### src/rtl/core/dnu_pkg.sv
// Package for the deal number unranker: shared types, constants and controller codes.
// No dependencies.
`timescale 1ns / 1ps
`default_nettype none
package dnu_pkg;
  localparam int HandCount = 4;
  localparam int MaxHand = 13;
  localparam int IndexBits = 96;
  localparam int KBits = 128;

  typedef enum logic [3:0] {
    ST_IDLE,
    ST_CHECK,
    ST_MULT,
    ST_MULT_WAIT,
    ST_DIV_WAIT,
    ST_RANGE,
    ST_CARD_START,
    ST_HAND_SUB,
    ST_HAND_WAIT,
    ST_HAND_CMP,
    ST_EMIT,
    ST_ERROR
  } state_t;

  typedef enum logic [3:0] {
    CMD_NONE,
    CMD_LOAD,
    CMD_MUL_INIT,
    CMD_MUL_START,
    CMD_DIV_START,
    CMD_K_TAKE,
    CMD_CARD_INIT,
    CMD_HAND_SUB,
    CMD_HAND_MUL,
    CMD_HAND_DIV,
    CMD_PICK,
    CMD_NEXT_HAND,
    CMD_NEXT_CARD
  } cmd_t;

  typedef struct packed {
    logic       busy;
    logic       bad_cap;
    logic       idx_ge_k;
    logic       idx_lt_x;
    logic       mult_done;
    logic       cap_zero;
    logic       last_hand;
    logic       unit_done;
    logic       cards_zero;
    logic       card_last;
  } status_t;
endpackage
`default_nettype wire

### src/rtl/core/dnu_datapath.sv
// Datapath: index, K, capacities, card counter and a shared serial mul/div unit.
// Uses dnu_pkg.
`timescale 1ns / 1ps
`default_nettype none
module dnu_datapath #(
  parameter int HAND_COUNT = dnu_pkg::HandCount,
  parameter int MAX_HAND = dnu_pkg::MaxHand,
  parameter int INDEX_BITS = dnu_pkg::IndexBits
) (
  input  wire logic clk,
  input  wire logic rst,
  input  wire dnu_pkg::cmd_t cmd,
  input  wire logic [63:0] index_low,
  input  wire logic [31:0] index_high,
  input  wire logic [3:0] free_hand0,
  input  wire logic [3:0] free_hand1,
  input  wire logic [3:0] free_hand2,
  input  wire logic [3:0] free_hand3,
  output dnu_pkg::status_t status,
  output logic [5:0] card_value,
  output logic [1:0] hand_value
);
  localparam int KW = dnu_pkg::KBits;
  localparam int CW = 6;

  logic [KW-1:0] idx, k, x, acc, quo;
  logic [3:0] cap [4];
  logic [5:0] total, cnum, mcount;
  logic [1:0] hsel;
  logic [3:0] jcnt;
  logic [5:0] opnd;
  logic [7:0] bit_cnt;
  logic unit_busy, unit_mul, unit_done;
  logic [CW:0] rem;
  logic [KW-1:0] mcand;
  logic [KW-1:0] in_idx;
  logic [3:0] in_cap [4];
  logic [7:0] caps_sum;
  logic bad_cap;
  logic [CW:0] rem_shift;

  always_comb begin
    in_idx = {32'd0, index_high, index_low};
    if (INDEX_BITS < KW) in_idx = in_idx & ((KW'(1) << INDEX_BITS) - KW'(1));
    in_cap[0] = free_hand0;
    in_cap[1] = free_hand1;
    in_cap[2] = (HAND_COUNT > 2) ? free_hand2 : 4'd0;
    in_cap[3] = (HAND_COUNT > 3) ? free_hand3 : 4'd0;
    bad_cap = 1'b0;
    caps_sum = '0;
    for (int i = 0; i < 4; i++) begin
      if (cap[i] > 4'(MAX_HAND)) bad_cap = 1'b1;
      caps_sum = caps_sum + 8'(in_cap[i]);
    end
  end

  // shift-add multiply by 6-bit operand, restoring divide by 6-bit divisor
  always_comb rem_shift = {rem[CW-1:0], quo[KW-1]};

  always_ff @(posedge clk) begin
    if (rst) begin
      unit_busy <= 1'b0;
      unit_done <= 1'b0;
    end else begin
      unit_done <= 1'b0;
      if (cmd == dnu_pkg::CMD_MUL_START || cmd == dnu_pkg::CMD_HAND_MUL) begin
        unit_busy <= 1'b1;
        unit_mul <= 1'b1;
        bit_cnt <= 8'd6;
        acc <= '0;
        mcand <= (cmd == dnu_pkg::CMD_MUL_START) ? k : k;
        opnd <= (cmd == dnu_pkg::CMD_MUL_START) ? mcount + 6'd1 : 6'(cap[hsel]);
      end else if (cmd == dnu_pkg::CMD_DIV_START || cmd == dnu_pkg::CMD_HAND_DIV) begin
        unit_busy <= 1'b1;
        unit_mul <= 1'b0;
        bit_cnt <= 8'(KW);
        quo <= acc;
        rem <= '0;
        opnd <= (cmd == dnu_pkg::CMD_DIV_START) ? 6'(jcnt) : cnum;
      end else if (unit_busy) begin
        if (unit_mul) begin
          if (opnd[0]) acc <= acc + mcand;
          mcand <= mcand << 1;
          opnd <= opnd >> 1;
        end else begin
          if (rem_shift >= {1'b0, opnd}) begin
            rem <= rem_shift - {1'b0, opnd};
            quo <= {quo[KW-2:0], 1'b1};
          end else begin
            rem <= rem_shift;
            quo <= {quo[KW-2:0], 1'b0};
          end
        end
        bit_cnt <= bit_cnt - 8'd1;
        if (bit_cnt == 8'd1) begin
          unit_busy <= 1'b0;
          unit_done <= 1'b1;
        end
      end
    end
  end

  always_ff @(posedge clk) begin
    if (rst) begin
      idx <= '0;
      k <= '0;
      x <= '0;
      for (int i = 0; i < 4; i++) cap[i] <= '0;
      total <= '0;
      cnum <= '0;
      mcount <= '0;
      hsel <= '0;
      jcnt <= '0;
    end else begin
      case (cmd)
        dnu_pkg::CMD_LOAD: begin
          idx <= in_idx;
          for (int i = 0; i < 4; i++) cap[i] <= in_cap[i];
          total <= caps_sum[5:0];
          k <= KW'(1);
        end
        dnu_pkg::CMD_MUL_INIT: begin
          mcount <= '0;
          hsel <= '0;
          jcnt <= 4'd1;
        end
        dnu_pkg::CMD_MUL_START: mcount <= mcount + 6'd1;
        dnu_pkg::CMD_K_TAKE: begin
          // advance the factor; the hand is left once jcnt passes its capacity
          k <= quo;
          jcnt <= jcnt + 4'd1;
        end
        dnu_pkg::CMD_NEXT_HAND: begin
          if (jcnt >= cap[hsel] || cap[hsel] == 4'd0) begin
            jcnt <= 4'd1;
            hsel <= hsel + 2'd1;
          end
        end
        dnu_pkg::CMD_CARD_INIT: begin
          cnum <= total;
          x <= '0;
          hsel <= '0;
        end
        dnu_pkg::CMD_HAND_SUB: idx <= idx - x;
        dnu_pkg::CMD_PICK: begin
          if (cap[hsel] != 4'd0) cap[hsel] <= cap[hsel] - 4'd1;
          k <= quo;
          x <= '0;
        end
        dnu_pkg::CMD_HAND_DIV: ;
        dnu_pkg::CMD_NEXT_CARD: begin
          x <= quo;
          hsel <= hsel + 2'd1;
        end
        default: ;
      endcase
      if (cmd == dnu_pkg::CMD_NEXT_CARD) ;
      if (cmd == dnu_pkg::CMD_PICK) begin
        cnum <= cnum - 6'd1;
        hsel <= '0;
      end
    end
  end

  always_comb begin
    status.busy = unit_busy;
    status.unit_done = unit_done;
    status.bad_cap = bad_cap;
    status.idx_ge_k = !(idx < k);
    status.idx_lt_x = idx < quo;
    status.mult_done = (32'(hsel) >= HAND_COUNT - 1) &&
                       (cap[hsel] == 4'd0 || jcnt > cap[hsel]);
    status.cap_zero = cap[hsel] == 4'd0 || jcnt > cap[hsel];
    status.last_hand = 32'(hsel) == HAND_COUNT - 1;
    status.cards_zero = cnum == 6'd0;
    status.card_last = cnum == 6'd1;
    card_value = total - cnum;
    hand_value = hsel;
  end
endmodule
`default_nettype wire

### src/rtl/core/dnu_controller.sv
// Controller state machine sequencing multinomial build, range check and card walk.
// Uses dnu_pkg.
`timescale 1ns / 1ps
`default_nettype none
module dnu_controller (
  input  wire logic clk,
  input  wire logic rst,
  input  wire logic in_valid,
  output logic in_stall,
  output logic out_valid,
  input  wire logic out_stall,
  output logic out_last,
  output logic out_bad,
  input  wire dnu_pkg::status_t status,
  output dnu_pkg::cmd_t cmd
);
  dnu_pkg::state_t state, state_next;
  logic first_hand, first_hand_next;

  always_ff @(posedge clk) begin
    if (rst) begin
      state <= dnu_pkg::ST_IDLE;
      first_hand <= 1'b0;
    end else begin
      state <= state_next;
      first_hand <= first_hand_next;
    end
  end

  always_comb begin
    state_next = state;
    first_hand_next = first_hand;
    cmd = dnu_pkg::CMD_NONE;
    in_stall = 1'b1;
    out_valid = 1'b0;
    out_last = 1'b0;
    out_bad = 1'b0;
    case (state)
      dnu_pkg::ST_IDLE: begin
        in_stall = 1'b0;
        if (in_valid) begin
          cmd = dnu_pkg::CMD_LOAD;
          state_next = dnu_pkg::ST_CHECK;
        end
      end
      dnu_pkg::ST_CHECK: begin
        cmd = dnu_pkg::CMD_MUL_INIT;
        state_next = status.bad_cap ? dnu_pkg::ST_ERROR : dnu_pkg::ST_MULT;
      end
      dnu_pkg::ST_MULT: begin
        // skip hands whose factors are exhausted
        if (status.mult_done) begin
          state_next = dnu_pkg::ST_RANGE;
        end else if (status.cap_zero) begin
          cmd = dnu_pkg::CMD_NEXT_HAND;
        end else begin
          cmd = dnu_pkg::CMD_MUL_START;
          state_next = dnu_pkg::ST_MULT_WAIT;
        end
      end
      dnu_pkg::ST_MULT_WAIT: begin
        if (status.unit_done) begin
          cmd = dnu_pkg::CMD_DIV_START;
          state_next = dnu_pkg::ST_DIV_WAIT;
        end
      end
      dnu_pkg::ST_DIV_WAIT: begin
        if (status.unit_done) begin
          cmd = dnu_pkg::CMD_K_TAKE;
          state_next = dnu_pkg::ST_MULT;
        end
      end
      dnu_pkg::ST_RANGE: begin
        if (status.idx_ge_k) begin
          state_next = dnu_pkg::ST_ERROR;
        end else begin
          cmd = dnu_pkg::CMD_CARD_INIT;
          state_next = dnu_pkg::ST_CARD_START;
        end
      end
      dnu_pkg::ST_CARD_START: begin
        if (status.cards_zero) begin
          state_next = dnu_pkg::ST_IDLE;
        end else begin
          state_next = dnu_pkg::ST_HAND_SUB;
        end
      end
      dnu_pkg::ST_HAND_SUB: begin
        cmd = dnu_pkg::CMD_HAND_SUB;
        first_hand_next = 1'b1;
        state_next = dnu_pkg::ST_HAND_WAIT;
      end
      dnu_pkg::ST_HAND_WAIT: begin
        if (first_hand) begin
          cmd = dnu_pkg::CMD_HAND_MUL;
          first_hand_next = 1'b0;
        end else if (status.unit_done && !status.busy) begin
          cmd = dnu_pkg::CMD_HAND_DIV;
          state_next = dnu_pkg::ST_HAND_CMP;
        end
      end
      dnu_pkg::ST_HAND_CMP: begin
        if (status.unit_done) begin
          if (status.idx_lt_x || status.last_hand) begin
            state_next = dnu_pkg::ST_EMIT;
          end else begin
            cmd = dnu_pkg::CMD_NEXT_CARD;
            state_next = dnu_pkg::ST_HAND_SUB;
          end
        end
      end
      dnu_pkg::ST_EMIT: begin
        out_valid = 1'b1;
        out_last = status.card_last;
        if (!out_stall) begin
          cmd = dnu_pkg::CMD_PICK;
          state_next = dnu_pkg::ST_CARD_START;
        end
      end
      dnu_pkg::ST_ERROR: begin
        out_valid = 1'b1;
        out_last = 1'b1;
        out_bad = 1'b1;
        if (!out_stall) state_next = dnu_pkg::ST_IDLE;
      end
      default: state_next = dnu_pkg::ST_IDLE;
    endcase
  end

`ifndef SYNTHESIS
  a_in_only_idle: assert property (@(posedge clk) disable iff (rst)
    !in_stall |-> state == dnu_pkg::ST_IDLE) else $error("input taken while busy");
  a_bad_last: assert property (@(posedge clk) disable iff (rst)
    out_bad |-> out_last) else $error("error result not last");
  a_out_hold: assert property (@(posedge clk) disable iff (rst)
    out_valid && out_stall |=> out_valid) else $error("result dropped");
`endif
endmodule
`default_nettype wire

### src/rtl/core/deal_number_unranker_unit.sv
// Deal number unranker (top level): sequential multinomial unranking.
// Each multiply and divide pair runs on the shared serial unit; the build needs
// one pair per card, the walk up to four.
// One request at a time; input stalled until the last result is taken.
// Synchronous active-high reset returns to idle and clears working state.
`timescale 1ns / 1ps
`default_nettype none
module deal_number_unranker_unit #(
  parameter int HAND_COUNT = dnu_pkg::HandCount,
  parameter int MAX_HAND = dnu_pkg::MaxHand,
  parameter int INDEX_BITS = dnu_pkg::IndexBits
) (
  input  wire logic clk,
  input  wire logic rst,
  input  wire logic in_valid,
  output logic in_stall,
  input  wire logic [63:0] index_low,
  input  wire logic [31:0] index_high,
  input  wire logic [3:0] free_hand0,
  input  wire logic [3:0] free_hand1,
  input  wire logic [3:0] free_hand2,
  input  wire logic [3:0] free_hand3,
  output logic out_valid,
  input  wire logic out_stall,
  output logic [5:0] card_ordinal,
  output logic [1:0] hand_number,
  output logic last_card,
  output logic bad_request
);
  dnu_pkg::cmd_t cmd;
  dnu_pkg::status_t status;
  logic [5:0] card_value;
  logic [1:0] hand_value;
  logic out_bad;

  dnu_datapath #(.HAND_COUNT(HAND_COUNT), .MAX_HAND(MAX_HAND),
    .INDEX_BITS(INDEX_BITS)) u_dp (
    .clk, .rst, .cmd, .index_low, .index_high, .free_hand0, .free_hand1,
    .free_hand2, .free_hand3, .status, .card_value, .hand_value);

  dnu_controller u_ctl (
    .clk, .rst, .in_valid, .in_stall, .out_valid, .out_stall,
    .out_last(last_card), .out_bad, .status, .cmd);

  assign bad_request = out_bad;
  assign card_ordinal = out_bad ? 6'd0 : card_value;
  assign hand_number = out_bad ? 2'd0 : hand_value;
endmodule
`default_nettype wire

### config.mk
export PLATFORM = sky130hd
export DESIGN_NAME = deal_number_unranker_unit
export DESIGN_NICKNAME = d
export VERILOG_FILES = /design/src/rtl/core/dnu_pkg.sv /design/src/rtl/core/dnu_datapath.sv /design/src/rtl/core/dnu_controller.sv /design/src/rtl/core/deal_number_unranker_unit.sv
export SDC_FILE = /design/constraint.sdc
export NUM_CORES = 2
export LEC_CHECK = 0
export BUFFER_PORTS_ARGS = -buffer_cell sky130_fd_sc_hd__buf_4
export CAP_MARGIN = 5
export CORE_AREA = 2 2 300 332
export DETAILED_ROUTE_END_ITERATION = 10
export DIE_AREA = 0 0 302 334
export HOLD_SLACK_MARGIN = 0.08
export PLACE_DENSITY = 0.73
export REMOVE_ABC_BUFFERS = 1
export SYNTH_ARGS = -nofsm -noshare
export SYNTH_HDL_FRONTEND = slang
export SYNTH_SLANG_ARGS = --single-unit
### constraint.sdc
create_clock -name clk -period 46.1 [get_ports clk]
set_input_delay 13.83 -clock clk [delete_from_list [all_inputs] [get_ports clk]]
set_output_delay 13.83 -clock clk [all_outputs]
set_load 0.01 [all_outputs]
==> run_results.csv <==
group,metric,value,unit
clock_network,clkLatencyLatePin,0.68,ns
run,drv_cap,0,
sta,layout_setup_ws,27.77,ns
sta,period_needed,18.33,ns
critical_path,critPathArrivalTime,18.60,ns
power,vdd_ir_drop_max,0.05899,mV
clock_network,ctsHoldBuffers,0,
die,dieHeight,334,um
sta,fin_crit_sh,39.75,%
sta,fmax,0.05457,GHz
synthesis,ys.flop_type,"edfxtp_1",
clock_network,ctsHtreeMaxLevel,3,
layout,final_nets,7127,
critical_path,worstPathCellList,"buf_4 -> nand3_4 -> nand2_2 -> or3_1 -> a31oi_1 -> nor2b_1 -> buf_4 -> nor2_4 -> buf_12 -> inv_4 -> nor3_2 -> buf_4 -> buf_4",
synthesis,synth_area,55210,um^2
placement,dp.cells,7653,
grt,overflow,0,
sta,worstMarginPinSlew,1.295,ns
die,die_w,302,um
critical_path,critical_path_required,46.37,ns
sta,setup_tns,0,ns
placement,io_buffers,127,
synthesis,yosysMostFrequentCell,"nand2_1",
synthesis,synth_seq_cells,838,
critical_path,max_stage_delay,0.89,ns
critical_path,endpoint_kind,"register",
power,p_per_area,49.66,nW/um^2
synthesis,ys_seq_area_share,38.02,%
synthesis,synth_area_leaders,"edfxtp_1, dfxtp_1, ha_1, nand2_1, a21oi_1",
synthesis,synth_edf_count,421,
clock_network,cts_tree,"built",
synthesis,synth_cell_type_count,102,
placement,place_congestion,0.9837,
status,outcome,"completed",
placement,dp_hpwl,125100,um
die,initial_utilization,56.36,%
critical_path,crit_type,"in2reg",
synthesis,synth_top_area_share,22.90,%
clock_network,cts_num_sinks,838,
die,io-pin-count,128,
sta,slew_headroom,12.87,%
sta,hold_viol_final,0,
sta,rsz0062_at_grt,"no",
worst_hold_path,min_path_type,"reg2reg",
detailed_routing,vias,48800,
layout,syn2layout_area_growth,8.863,%
critical_path,crit_path_start_kind,"input pin",
synthesis,synth_area_leader_cell,"edfxtp_1",
detailed_routing,final_antenna_net_count,0,
sta,final_max_slew_viol_count,0,
grt,grt_first_pass_wirelength,261200,um
detailed_routing,drc,0,
grt,grt_max_degree,268,
power,p_leak,0.02467,uW
grt,antenna_found_initial,2,
critical_path,crit_fanout,267,
die,die_area,100900,um^2
clock_network,clk_pin_slew,0.06,ns
detailed_routing,via_per_inst,6.230,
clock_network,cts_setup_buffers,0,
layout,drive_above_1_share,6.115,%
synthesis,synth_common_cells,"nand2_1, a21oi_1, o21ai_0",
die,rows,121,
detailed_routing,dr.pass1.iters,8,
synthesis,synthArstFlopShare,0,%
clock_network,cts_inserted_buffers,94,
sta,setup_viol,0,
grt,grt_usage,32.71,%
layout,fin_util,61.36,%
layout,final_cells,7833,
clock_network,ctsResizeCount,0,
clock_network,clockBufferDepth,3,
critical_path,crit_top_cell,"buf_4",
critical_path,slowest_stage,"buf_4",
synthesis,postSynthAreaPerCell,8.455,um^2
detailed_routing,drt_wl_total,168200,um
clock_network,cts-root-buf,"clkbuf_16",
die,core,97950,um^2
synthesis,yosysWarnings,0,
detailed_routing,drt_iter0_drc,4018,
power,power,2985,uW
placement,dp_slack,27.12,ns
detailed_routing,wl_per_cell,21.48,um
grt,grt_pass1_vias,47290,
synthesis,synthCells,6530,
sta,fin_skew,0.03230,ns
## per-layer routing
layer / GRT usage (%) / wire length [um] / up-vias
li1: - / - / 23280
met4: 15.92 / 8652 / 0
met2: 56.01 / 81080 / 1667
met1: 40.58 / 68930 / 23460
met5: 0 / 0 / -
met3: 4.151 / 9549 / 394
## power breakdown
| part | total, uW | leakage, uW | internal, uW | switching [uW] |
|---|---|---|---|---|
| sequential | 937 | 0.00721 | 874 | 63.5 |
| clock | 794 | 0.00158 | 462 | 332 |
| combinational | 1250 | 0.0159 | 448 | 806 |
| total | 2980 | 0.0247 | 1780 | 1200 |
## metrics by stage
step	instance area (um^2)	hold WS, ns
after floorplan	53910	0.4418
after global placement	56860	0.4527
after detailed placement	56860	0.4582
after CTS	60090	0.4657
after global routing	60100	0.4818
final	60100	0.4650
## cells by family after synthesis
family | after synthesis | synth area share, %
compound gates | 1992 | 22.66
xor+xnor | 260 | 4.125
fa+ha+maj | 552 | 12.65
buf+inv | 827 | 5.747
flops | 838 | 38.02
mux | 17 | 0.3989
simple gates | 2044 | 16.41
## final cells by class
type	count	area (um^2)
antenna	1	2.502
clock buffer	126	2679
clock inverter	52	551.8
fill	8620	37850
inverter	498	1872
multi-input combinational	4865	31160
sequential	838	20990
tap	1291	1615
timing repair buffer	162	1236
## placed cells by master (no fill, tap or decap), drive strengths merged, types with 24 or more instances in the layout
cell     count
a2111oi     26
a211oi      39
a21boi      26
a21o       220
a21oi      606
a22o       131
a311oi      62
a31oi       34
and3        26
buf        161
clkbuf     127
clkinv      24
dfxtp      417
edfxtp     421
ha         542
inv        510
nand2      905
nand2b      31
nand3      203
nand4      154
nor2       495
nor2b       36
nor3        76
nor4        27
o21a        39
o21ai      569
o21bai      67
or3         26
xnor2      160
xor2       100
## sequential cells by signal, summed over array words and instances, names as in the netlist, named ones only
signal and count:
u_ctl.first_hand 1, u_dp.x 128, u_ctl.state 4, u_dp.cap 16, u_dp.total 6, u_dp.unit_busy 1
u_dp.hand_value 2, u_dp.mcount 6, u_dp.idx 128, u_dp.unit_mul 1, u_dp.cnum 6, u_dp.rem 6
u_dp.unit_done 1, u_dp.k 128, u_dp.mcand 128, u_dp.quo 128, u_dp.jcnt 4, u_dp.bit_cnt 8
u_dp.acc 128, u_dp.opnd 6
## final timing paths
kind | from | to | slack, ns | cells past startpoint
min reg2reg | u_dp.k[116] | u_dp.k[116] | 0.47 | 2
max | in_valid | u_dp.quo[83] | 27.77 | 13
max reg2reg | u_dp.k[65] | u_dp.x[74] | 39.40 | 14
min | u_dp.k[116] | u_dp.k[116] | 0.47 | 2
## worst max-delay path: cells and delay by family
family          cells  cell delay (ns)
buf+inv             6             2.92
simple gates        6             1.46
compound gates      1             0.06
Note: power is estimated with default switching activity, not from simulation.
